### config.mk
export PLATFORM = sky130hd
export DESIGN_NAME = ts_pid_filter_pes_assembler
export DESIGN_NICKNAME = d
export VERILOG_FILES = /design/src/tspes_pkg.sv /design/src/ts_pid_filter_pes_assembler.sv
export SDC_FILE = /design/constraint.sdc
export NUM_CORES = 1
export LEC_CHECK = 0
export BUFFER_PORTS_ARGS = -buffer_cell sky130_fd_sc_hd__buf_2
export CORE_AREA = 2 2 241 124
export CTS_BUF_LIST = sky130_fd_sc_hd__clkbuf_8
export CTS_CLUSTER_DIAMETER = 100
export DETAILED_ROUTE_END_ITERATION = 10
export DIE_AREA = 0 0 243 126
export SLEW_MARGIN = 20
export SYNTH_ARGS = -nofsm -noshare
export SYNTH_HDL_FRONTEND = slang
export SYNTH_SLANG_ARGS = --single-unit
export TNS_END_PERCENT = 30
### constraint.sdc
create_clock -name i_clk -period 22.7 [get_ports i_clk]
set_clock_uncertainty 0.05 [all_clocks]
set_input_delay 4.54 -clock i_clk [delete_from_list [all_inputs] [get_ports i_clk]]
set_output_delay 4.54 -clock i_clk [all_outputs]
set_load 0.005 [all_outputs]
### src/tspes_pkg.sv
`default_nettype none

package tspes_pkg;

    localparam int unsigned PACKET_BYTES = 188;
    localparam int unsigned POS_W        = 8;
    localparam int unsigned BEGIN_W      = 9;
    localparam int unsigned LEN_W        = 17;
    localparam int unsigned PID_W        = 13;

    localparam logic [7:0]       SYNC_BYTE     = 8'h47;
    localparam logic [PID_W-1:0] PID_RESET     = 13'h1FFF;
    localparam logic [POS_W-1:0] POS_SYNC      = 8'd0;
    localparam logic [POS_W-1:0] POS_PID_HI    = 8'd1;
    localparam logic [POS_W-1:0] POS_PID_LO    = 8'd2;
    localparam logic [POS_W-1:0] POS_CTL       = 8'd3;
    localparam logic [POS_W-1:0] POS_ADAPT_LEN = 8'd4;
    localparam logic [POS_W-1:0] POS_LAST      = POS_W'(PACKET_BYTES - 1);
    localparam logic [POS_W-1:0] POS_IDLE      = POS_W'(PACKET_BYTES);

    // PES header: length field sits at payload bytes 4 and 5
    localparam logic [7:0]       LEN_HI_INDEX  = 8'd4;
    localparam logic [7:0]       LEN_LO_INDEX  = 8'd5;
    localparam logic [LEN_W-1:0] PES_HDR_BYTES = 17'd6;

    typedef enum logic [2:0] {
        ST_IGNORED   = 3'd0,
        ST_BAD_SYNC  = 3'd1,
        ST_APPENDED  = 3'd2,
        ST_COMPLETE  = 3'd3,
        ST_OVERFLOW  = 3'd4,
        ST_MALFORMED = 3'd5
    } t_status;

    // Payload start past the packet, or a start packet too short for the length bytes
    function automatic logic is_malformed(input logic [BEGIN_W-1:0] payload_begin,
                                          input logic                unit_start);
        logic over;
        logic short_start;
        over        = payload_begin > BEGIN_W'(PACKET_BYTES);
        short_start = unit_start && (payload_begin > BEGIN_W'(PACKET_BYTES - 6));
        return over || short_start;
    endfunction

endpackage

`default_nettype wire

### src/ts_pid_filter_pes_assembler.sv
// Transport stream PID filter and PES reassembler.
// Input channel (s_*): one stream byte per item in s_tdata[7:0]; s_tuser is set
// on the first byte of each 188-byte packet. A marker mid-packet drops the
// unfinished packet; bytes after a packet end with no new marker give an
// all-zero result.
// Output channel (m_*): exactly one result item per input item. m_tuser flags a
// PES payload byte of the selected PID with its PES offset; m_tlast marks the
// last byte of a packet, which carries the packet status, the completion flag
// and the committed PES length.
// Configuration: i_cfg_wr_en/i_cfg_wr_data load the PID; write it only while
// the block holds no undelivered item.
// Results are registered: valid in the cycle after accept. Throughput is one
// item per cycle: all parsing is counters and compares ahead of a single
// output register, and s_tready stays high while that register is empty or
// being drained in the same cycle.
// When m_tready is low the result is held and input stalls behind it.
// Reset (i_rst_n low, synchronous) clears all parse state, drops any pending
// result and sets the PID to 8191.
`default_nettype none

module ts_pid_filter_pes_assembler
    import tspes_pkg::*;
(
    input  wire logic              i_clk,
    input  wire logic              i_rst_n,
    input  wire logic              i_cfg_wr_en,
    input  wire logic [PID_W-1:0]  i_cfg_wr_data,
    input  wire logic              s_tvalid,
    output logic                   s_tready,
    input  wire logic [7:0]        s_tdata,   // [7:0] ts_byte
    input  wire logic              s_tuser,   // [0] packet_start
    output logic                   m_tvalid,
    input  wire logic              m_tready,
    output logic [47:0]            m_tdata,   // [7:0] payload_byte, [24:8] pes_offset,
                                              // [27:25] packet_status, [28] pes_complete,
                                              // [45:29] pes_length, [47:46] zero
    output logic                   m_tuser,   // [0] payload_valid
    output logic                   m_tlast    // packet_done
);

    logic [PID_W-1:0]   r_caption_pid;
    logic [POS_W-1:0]   r_byte_pos,   n_byte_pos;
    logic               r_sync_good,  n_sync_good;
    logic [4:0]         r_pid_hi,     n_pid_hi;
    logic               r_pid_match,  n_pid_match;
    logic               r_unit_start, n_unit_start;
    logic [1:0]         r_field_ctl,  n_field_ctl;
    logic [BEGIN_W-1:0] r_pay_begin,  n_pay_begin;
    logic               r_collecting, n_collecting;
    logic [LEN_W-1:0]   r_committed,  n_committed;
    logic [LEN_W-1:0]   r_target,     n_target;
    logic [7:0]         r_staged,     n_staged;
    logic [7:0]         r_len_hi,     n_len_hi;

    logic               r_out_valid;
    logic [47:0]        r_tdata;
    logic               r_tuser;
    logic               r_tlast;

    logic [47:0]        n_tdata;
    logic               n_tuser;
    logic               n_tlast;

    logic               accept;
    logic [POS_W-1:0]   pos;
    logic [7:0]         b;
    logic               stage;
    logic [LEN_W-1:0]   base;
    logic [LEN_W-1:0]   offset;
    logic [LEN_W:0]     total;
    t_status            status;
    logic               complete;

    assign s_tready = !r_out_valid || m_tready;
    assign accept   = s_tvalid && s_tready;
    assign m_tvalid = r_out_valid;
    assign m_tdata  = r_tdata;
    assign m_tuser  = r_tuser;
    assign m_tlast  = r_tlast;

    assign b   = s_tdata;
    assign pos = s_tuser ? POS_SYNC : r_byte_pos;

    always_comb begin
        n_byte_pos   = r_byte_pos;
        n_sync_good  = r_sync_good;
        n_pid_hi     = r_pid_hi;
        n_pid_match  = r_pid_match;
        n_unit_start = r_unit_start;
        n_field_ctl  = r_field_ctl;
        n_pay_begin  = r_pay_begin;
        n_collecting = r_collecting;
        n_committed  = r_committed;
        n_target     = r_target;
        n_staged     = r_staged;
        n_len_hi     = r_len_hi;
        stage        = 1'b0;
        base         = '0;
        offset       = '0;
        total        = '0;
        status       = ST_IGNORED;
        complete     = 1'b0;
        n_tdata      = '0;
        n_tuser      = 1'b0;
        n_tlast      = 1'b0;

        if (pos >= POS_IDLE) begin
            n_byte_pos = POS_IDLE;
        end else begin
            case (pos)
                POS_SYNC: begin
                    n_sync_good  = (b == SYNC_BYTE);
                    n_pid_match  = 1'b0;
                    n_unit_start = 1'b0;
                    n_field_ctl  = 2'd0;
                    n_pay_begin  = BEGIN_W'(4);
                    n_staged     = 8'd0;
                end
                POS_PID_HI: begin
                    n_pid_hi     = b[4:0];
                    n_unit_start = b[6];
                end
                POS_PID_LO: begin
                    n_pid_match = r_sync_good && ({r_pid_hi, b} == r_caption_pid);
                end
                POS_CTL: begin
                    n_field_ctl = b[5:4];
                    n_pay_begin = BEGIN_W'(4);
                end
                POS_ADAPT_LEN: begin
                    if (r_field_ctl[1]) begin
                        n_pay_begin = BEGIN_W'(5) + BEGIN_W'(b);
                    end
                end
                default: begin
                end
            endcase

            // stage a payload byte
            stage = (pos >= POS_ADAPT_LEN) && (BEGIN_W'(pos) >= n_pay_begin)
                    && n_pid_match && (n_unit_start || r_collecting)
                    && !is_malformed(n_pay_begin, n_unit_start);
            base  = n_unit_start ? '0 : r_committed;
            if (stage) begin
                offset  = base + LEN_W'(r_staged);
                n_tuser = 1'b1;
                if (n_unit_start) begin
                    if (r_staged == LEN_HI_INDEX) begin
                        n_len_hi = b;
                    end else if (r_staged == LEN_LO_INDEX) begin
                        n_target = {1'b0, r_len_hi, b} + PES_HDR_BYTES;
                    end
                end
                n_staged = r_staged + 8'd1;
            end

            // commit or reject at packet end
            if (pos == POS_LAST) begin
                n_tlast = 1'b1;
                total   = {1'b0, base} + (LEN_W + 1)'(n_staged);
                if (!n_sync_good) begin
                    status = ST_BAD_SYNC;
                end else if (!n_pid_match) begin
                    status = ST_IGNORED;
                end else if (is_malformed(n_pay_begin, n_unit_start)) begin
                    status = ST_MALFORMED;
                    if (n_unit_start) begin
                        n_collecting = 1'b0;
                        n_committed  = '0;
                        n_target     = '0;
                    end
                end else if (!n_unit_start && !r_collecting) begin
                    status = ST_IGNORED;
                end else begin
                    if (n_unit_start) begin
                        n_collecting = 1'b1;
                        n_committed  = '0;
                    end
                    if (total > {1'b0, n_target}) begin
                        status = ST_OVERFLOW;
                    end else begin
                        n_committed = total[LEN_W-1:0];
                        if (total >= {1'b0, n_target}) begin
                            status       = ST_COMPLETE;
                            complete     = 1'b1;
                            n_collecting = 1'b0;
                        end else begin
                            status = ST_APPENDED;
                        end
                    end
                end
            end

            n_byte_pos = pos + POS_W'(1);

            n_tdata[7:0]   = stage ? b : 8'd0;
            n_tdata[24:8]  = offset;
            n_tdata[27:25] = status;
            n_tdata[28]    = complete;
            n_tdata[45:29] = n_tlast ? n_committed : '0;
        end
    end

    always_ff @(posedge i_clk) begin
        if (!i_rst_n) begin
            r_caption_pid <= PID_RESET;
            r_byte_pos    <= '0;
            r_sync_good   <= 1'b0;
            r_pid_hi      <= '0;
            r_pid_match   <= 1'b0;
            r_unit_start  <= 1'b0;
            r_field_ctl   <= '0;
            r_pay_begin   <= '0;
            r_collecting  <= 1'b0;
            r_committed   <= '0;
            r_target      <= '0;
            r_staged      <= '0;
            r_len_hi      <= '0;
            r_out_valid   <= 1'b0;
        end else begin
            if (i_cfg_wr_en) begin
                r_caption_pid <= i_cfg_wr_data;
            end
            if (accept) begin
                r_byte_pos   <= n_byte_pos;
                r_sync_good  <= n_sync_good;
                r_pid_hi     <= n_pid_hi;
                r_pid_match  <= n_pid_match;
                r_unit_start <= n_unit_start;
                r_field_ctl  <= n_field_ctl;
                r_pay_begin  <= n_pay_begin;
                r_collecting <= n_collecting;
                r_committed  <= n_committed;
                r_target     <= n_target;
                r_staged     <= n_staged;
                r_len_hi     <= n_len_hi;
                r_out_valid  <= 1'b1;
            end else if (m_tready) begin
                r_out_valid <= 1'b0;
            end
        end
    end

    // result payload: load on accept only
    always_ff @(posedge i_clk) begin
        if (accept) begin
            r_tdata <= n_tdata;
            r_tuser <= n_tuser;
            r_tlast <= n_tlast;
        end
    end

`ifndef SYNTH
    a_pos_range: assert property (@(posedge i_clk) disable iff (!i_rst_n)
        r_byte_pos <= POS_IDLE)
        else $error("byte position past idle");

    a_marker_restarts: assert property (@(posedge i_clk) disable iff (!i_rst_n)
        (s_tvalid && s_tready && s_tuser) |=> (r_byte_pos == POS_W'(1)))
        else $error("packet marker did not restart the byte count");

    a_status_only_at_end: assert property (@(posedge i_clk) disable iff (!i_rst_n)
        (m_tvalid && !m_tlast) |-> (m_tdata[28:25] == 4'd0))
        else $error("packet status outside packet end");

    a_complete_status: assert property (@(posedge i_clk) disable iff (!i_rst_n)
        (m_tvalid && m_tdata[28]) |-> (m_tdata[27:25] == ST_COMPLETE))
        else $error("completion flag without complete status");
`endif

endmodule

`default_nettype wire

After elaboration in Yosys (flattened, before gate mapping). Index checks and enable logic that the tools add are counted.

Output and inout port bits: 52. Bits of input ports: 27. Register bits after elaboration: 140. Logic and storage cells: 130.

$add $sub $neg: 6. Reduce and logical (&&, ||, !) cells: 29. Bitwise logic cells: 6. Mux-type cells: 50. Equality and inequality tests: 11. Magnitude comparators: 7.

Operators with widths (count): $mux 17 (17); $mux 8 (5); $eq 8x3->1 const B (3); $mux 1 (19); $add 17x8->18 (1); $ge 18x17->1 (1); $gt 18x17->1 (1); $gt 9x8->1 const B (2); $mux 9 (2); $pmux 9 s2 (1); $add 16x3->17 const B (1); $add 17x8->17 (1); $add 8x1->8 const B (2); $eq 8x2->1 const B (2); $eq 13x13->1 (1); $add 3x8->9 const A (1); $ge 8x9->1 (1); $mux 3 (3); $eq 8x1->1 const B (1); $eq 8x7->1 const B (1); $eq 8x8->1 const B (1); $ge 8x3->1 const B (1); $ge 8x8->1 const B (1); $logic_and 1x1->1 (8); other kinds (15) (32).

Longest topological paths before layout.
Depth after elaboration: 20. Depth in mapped cells: 40. Gate-level depth less buffers: 36.

Worst setup path after synthesis. OpenSTA, ideal clock, no wires.

Kind: in2reg. From: input s_tdata[2]. To: register r_tdata[38], in the netlist m_tdata[38] (data pin). Arrival: 11.315 ns. Buffers on the path: 4. Path slack: 11.079 ns. Setup time: 0.256 ns. Required time: 22.394 ns. Cell stages on the path: 38. Path through: clkbuf_1 -> inv_1 -> ha_1 -> a21oi_1 -> o21a_1 -> o21ai_1 -> and2_1 -> ha_1 -> o21a_1 -> o21a_1 -> o21ai_0 -> a21oi_1 -> o211ai_1 -> or3_4 -> buf_6 -> o21ai_0 -> ha_1 -> inv_1 -> [... 2 more ...] -> o21ai_0 -> a21oi_1 -> nor3_1 -> o21bai_1 -> and3_1 -> xnor2_1 -> nor2_1 -> ha_1 -> a21o_1 -> a2111oi_0 -> o31ai_1 -> o21ai_0 -> and2_1 -> clkbuf_1 -> and3_4 -> o22ai_2 -> buf_4 -> a22o_1.

Word-level cells in the longest chain between the ends: 19. Elaborated cells between the ends (all ways): 37. Those cells by class: add/sub (3); order compare (4); eq/ne (2); mux (20); reduce/logical (8).

Ends and longest elaborated chain: start: declaration (RTL line ts_pid_filter_pes_assembler.sv:30) `input wire logic [7:0] s_tdata,`; $add 3x8->9 (RTL line ts_pid_filter_pes_assembler.sv:132) `n_pay_begin = BEGIN_W'(5) + BEGIN_W'(b);`; $mux 9 (RTL line ts_pid_filter_pes_assembler.sv:131) `if (r_field_ctl[1]) begin`; $pmux 9 s2 (RTL line ts_pid_filter_pes_assembler.sv:110) `case (pos)`; $mux 9 (RTL line ts_pid_filter_pes_assembler.sv:107) `if (pos >= POS_IDLE) begin`; $ge 8x9->1 / $gt 9x8->1 (equally long branches) (RTL line ts_pid_filter_pes_assembler.sv:140, tspes_pkg.sv:41); $logic_and 1x1->1, on equally long branches (RTL line ts_pid_filter_pes_assembler.sv:140, tspes_pkg.sv:41); $logic_and 1x1->1 / $logic_or 1x1->1 (equally long branches) (RTL line ts_pid_filter_pes_assembler.sv:141, tspes_pkg.sv:42); $logic_and 1x1->1 / $logic_not 1->1 (equally long branches) (RTL line ts_pid_filter_pes_assembler.sv:141, ts_pid_filter_pes_assembler.sv:142); [... 3 more ...]; $add 17x8->18 (RTL line ts_pid_filter_pes_assembler.sv:160) `total = {1'b0, base} + (LEN_W + 1)'(n_staged);`; $gt 18x17->1 (RTL line ts_pid_filter_pes_assembler.sv:179) `if (total > {1'b0, n_target}) begin`; $mux 17 (RTL line ts_pid_filter_pes_assembler.sv:179); $mux 17 (RTL line ts_pid_filter_pes_assembler.sv:172) `end else if (!n_unit_start && !r_collecting) begin`; $mux 17 (RTL line ts_pid_filter_pes_assembler.sv:165) `end else if (is_malformed(n_pay_begin, n_unit_start)) begin`; $mux 17 (RTL line ts_pid_filter_pes_assembler.sv:163) `end else if (!n_pid_match) begin`; $mux 17 * (RTL line ts_pid_filter_pes_assembler.sv:161) `if (!n_sync_good) begin`; $mux 17 * (RTL line ts_pid_filter_pes_assembler.sv:158) `if (pos == POS_LAST) begin`; end signal: assignment (RTL line ts_pid_filter_pes_assembler.sv:247) `r_tdata <= n_tdata;`; end: declaration (RTL line ts_pid_filter_pes_assembler.sv:56) `logic [47:0] r_tdata;`.

Mark *: on every way between the ends. The rest lies on a longest branch, timed or not. The select of a mux whose other input is x is not followed. A chain may end at the register's enable or synchronous reset.

Worst setup path after layout.
From: input s_tdata[2]. To: register r_tdata[41], in the netlist m_tdata[41] (data pin).

Same word-level chain as after synthesis.

==> metrics <==
status=complete, no violations; 1st-iter DRT viols=803; dpl ws=10190 ps; Layout Nets=1062; Top FF cell, synth=dfxtp_1; worst slew pin tran=1007 ps; Synth area leader=dfxtp_1; Hold Buf Count CTS=0; Post-Syn Area=8443 µm²; input/output buffers=76; Initial Util=29.61%; Peak VDD IR=0.00003428 V; Crit path arrival time=12440 ps; Async S/R FF share, synth=0%; WS Path Type=in -> reg; worst path required time=22890 ps; Die X=about 240 µm; Final Worst Setup Slack=10450 ps; # IOs=79; maximum fanout along the worst path=13; final setup violation count=0; Routed Antenna Nets=0; final wirelength=25.70 mm; postcts setup bufs=0; total CTS buffers=17; Slew headroom=32.88%; placed instance count=1358; Synth cell types=76; R2R cell count=34; Worst R2R Setup Slack=13950 ps; Yosys warning total=0; Cell Count, Final, Fillers Out=1391; Leakage Power=between 3 and 4 nW; Worst Setup End Kind=register; Detailed Routing Iterations Pass 1=5; die area=between 30000 and 40000 µm²; Avg Cell Area, Syn=8.944 µm²; CP Capture Point=m_tdata[41]; Synth area leaders=dfxtp_1 (22%), edfxtp_1 (17%), ha_1 (7.0%); Vias=7315; post-synth top area share=between 20% and 30%; routed via count divided by cell count=about 5.3; P&R area growth vs syn=13.04%; Startpoint Class=input port; Final Hold Viols=0; CTS tree=done; clk buf depth=2; Post-Synthesis Cells=944; Clock transition at path regs=90 ps; Tcrit/Tclk final=around 54%; Max-Cap Viols=0; register bit total from synthesis=around 140; Clock Latency Late Sink=480 ps; dpl cell area=9105 µm²; HPWL after detailed placement=between 15 and 20 mm; Core Rows=44; grt total ovfl=0; Placer Congestion=0.9077; clock sinks=139; post-synthesis sequential area ratio=38.65%; final setup TNS=0 ps; worst flop-to-flop path startpoint=r_byte_pos[4]; initial antenna violation count=4; crit path from=s_tdata[2]; Tmin final=about 12000 ps; Die H=126 µm; RSZ-0062 raised after global routing=false; maximum clock rate=0.08162 GHz; crit-path max cell delay=660 ps; slowest CP cell=o21bai_1; Clock H-tree levels=4; pwr/cell area=56.04 nW/µm²; Post-synth EDFFs=48; core area=28520 µm²; Post-synth top cells=dfxtp_1 (91), nand2_1 (91), nor2_1 (77); largest net degree at the start of global routing=45; Avg WL per Cell=between 15 and 20 µm; Root Buffer=clkbuf_8; share of layout cells above drive strength 1=about 15%; vias in the first global route=6702; global-route wire length before repair=40.16 mm; Gates resized, CTS repair=0; max-slew violations=0; DRC viols=0; reg-to-reg endpoint=m_tdata[41]; GRT Util Overall=between 10% and 20%; final hold slack=421.3 ps; final instance area=approximately 9500 µm²; Worst Hold Class=reg -> reg
power breakdown:
| group | total (mW) | switching [mW] | internal [mW] |
|---|---|---|---|
| combinational | 0.0402 | 0.0266 | 0.0136 |
| sequential | 0.268 | 0.00387 | 0.264 |
| clock | 0.227 | 0.107 | 0.120 |
| total | 0.535 | 0.137 | 0.397 |
kinds of logic after synthesis:
kind of cell,count (synthesis),synth area share (%)
DFF,139,38.65
buffers and inverters,96,4.831
other,1,0.04441
adders and majority gates,49,7.439
AOI/OAI and AO/OA,225,18.12
and+or+nand+nor,336,20.10
muxes,43,5.113
xor gates and xnor gates,55,5.705
critical path: cells and delay by family:
family / cells / cell delay (ps)
buffers and inverters: 3 / 420
XOR/XNOR: 1 / 70
adder cells (fa/ha/maj): 5 / 1380
AND/OR/NAND/NOR: 8 / 2030
AO/OA/AOI/OAI: 18 / 3970
stage by stage:
step                util (%)  total power [mW]
global placement       31.91            0.3131
finish                 33.47            0.5348
global route           33.46            0.5563
CTS                    33.45            0.5396
floorplan                  -            0.2975
detailed placement     31.93            0.3135
state kept, by name (all words and copies together) (netlist names), 5 cells and up:
name	cells
m_tdata	46
r_byte_pos	8
r_caption_pid	13
r_committed	17
r_len_hi	8
r_pay_begin	9
r_pid_hi	5
r_staged	8
r_target	17
how the worst min path moves through the flow:
stage	endpoint	slack (ps)	cells past startpoint	from
finish	r_target[15]	420	2	r_target[15]
global route	r_target[7]	440	2	r_target[7]
CTS	r_pay_begin[0]	420	2	r_pay_begin[0]
detailed placement	r_pay_begin[0]	410	2	r_pay_begin[0]
global placement	r_target[15]	400	2	r_target[15]
floorplan	r_pay_begin[0]	390	2	r_pay_begin[0]
layer usage:
metal | share of wire [%] | track usage (%) | up-vias
li1 | - | - | 3503
met1 | 53 | 27.88 | 3482
met2 | 36 | 21.09 | 323
met3 | 10 | 5.882 | 7
met4 | 0.33 | 2.815 | 0
met5 | 0 | 0 | -
placed cells by master (no fill, tap or decap), drive strengths merged, types with 24 or more instances in the layout:
master and instances:
nor3 24, a21oi 58, nand3 28, a22o 25, o21ai 40, nor2 78
buf 84, mux2i 42, nand2 91, edfxtp 48, dfxtp 91, inv 34
xnor2 36, and2 27, ha 47
cell type report:
| cell class | instances | area (µm²) |
|---|---|---|
| Inverter | 34 | 127.6 |
| Clock inverter | 11 | 143.9 |
| Fill cell | 3046 | 18970 |
| Antenna cell | 1 | 2.502 |
| Tap cell | 391 | 489.2 |
| Clock buffer | 21 | 289.0 |
| Multi-Input combinational cell | 710 | 4788 |
| Sequential cell | 139 | 3263 |
| Timing Repair Buffer | 84 | 440.4 |
Power figures use the tool's default switching activity.
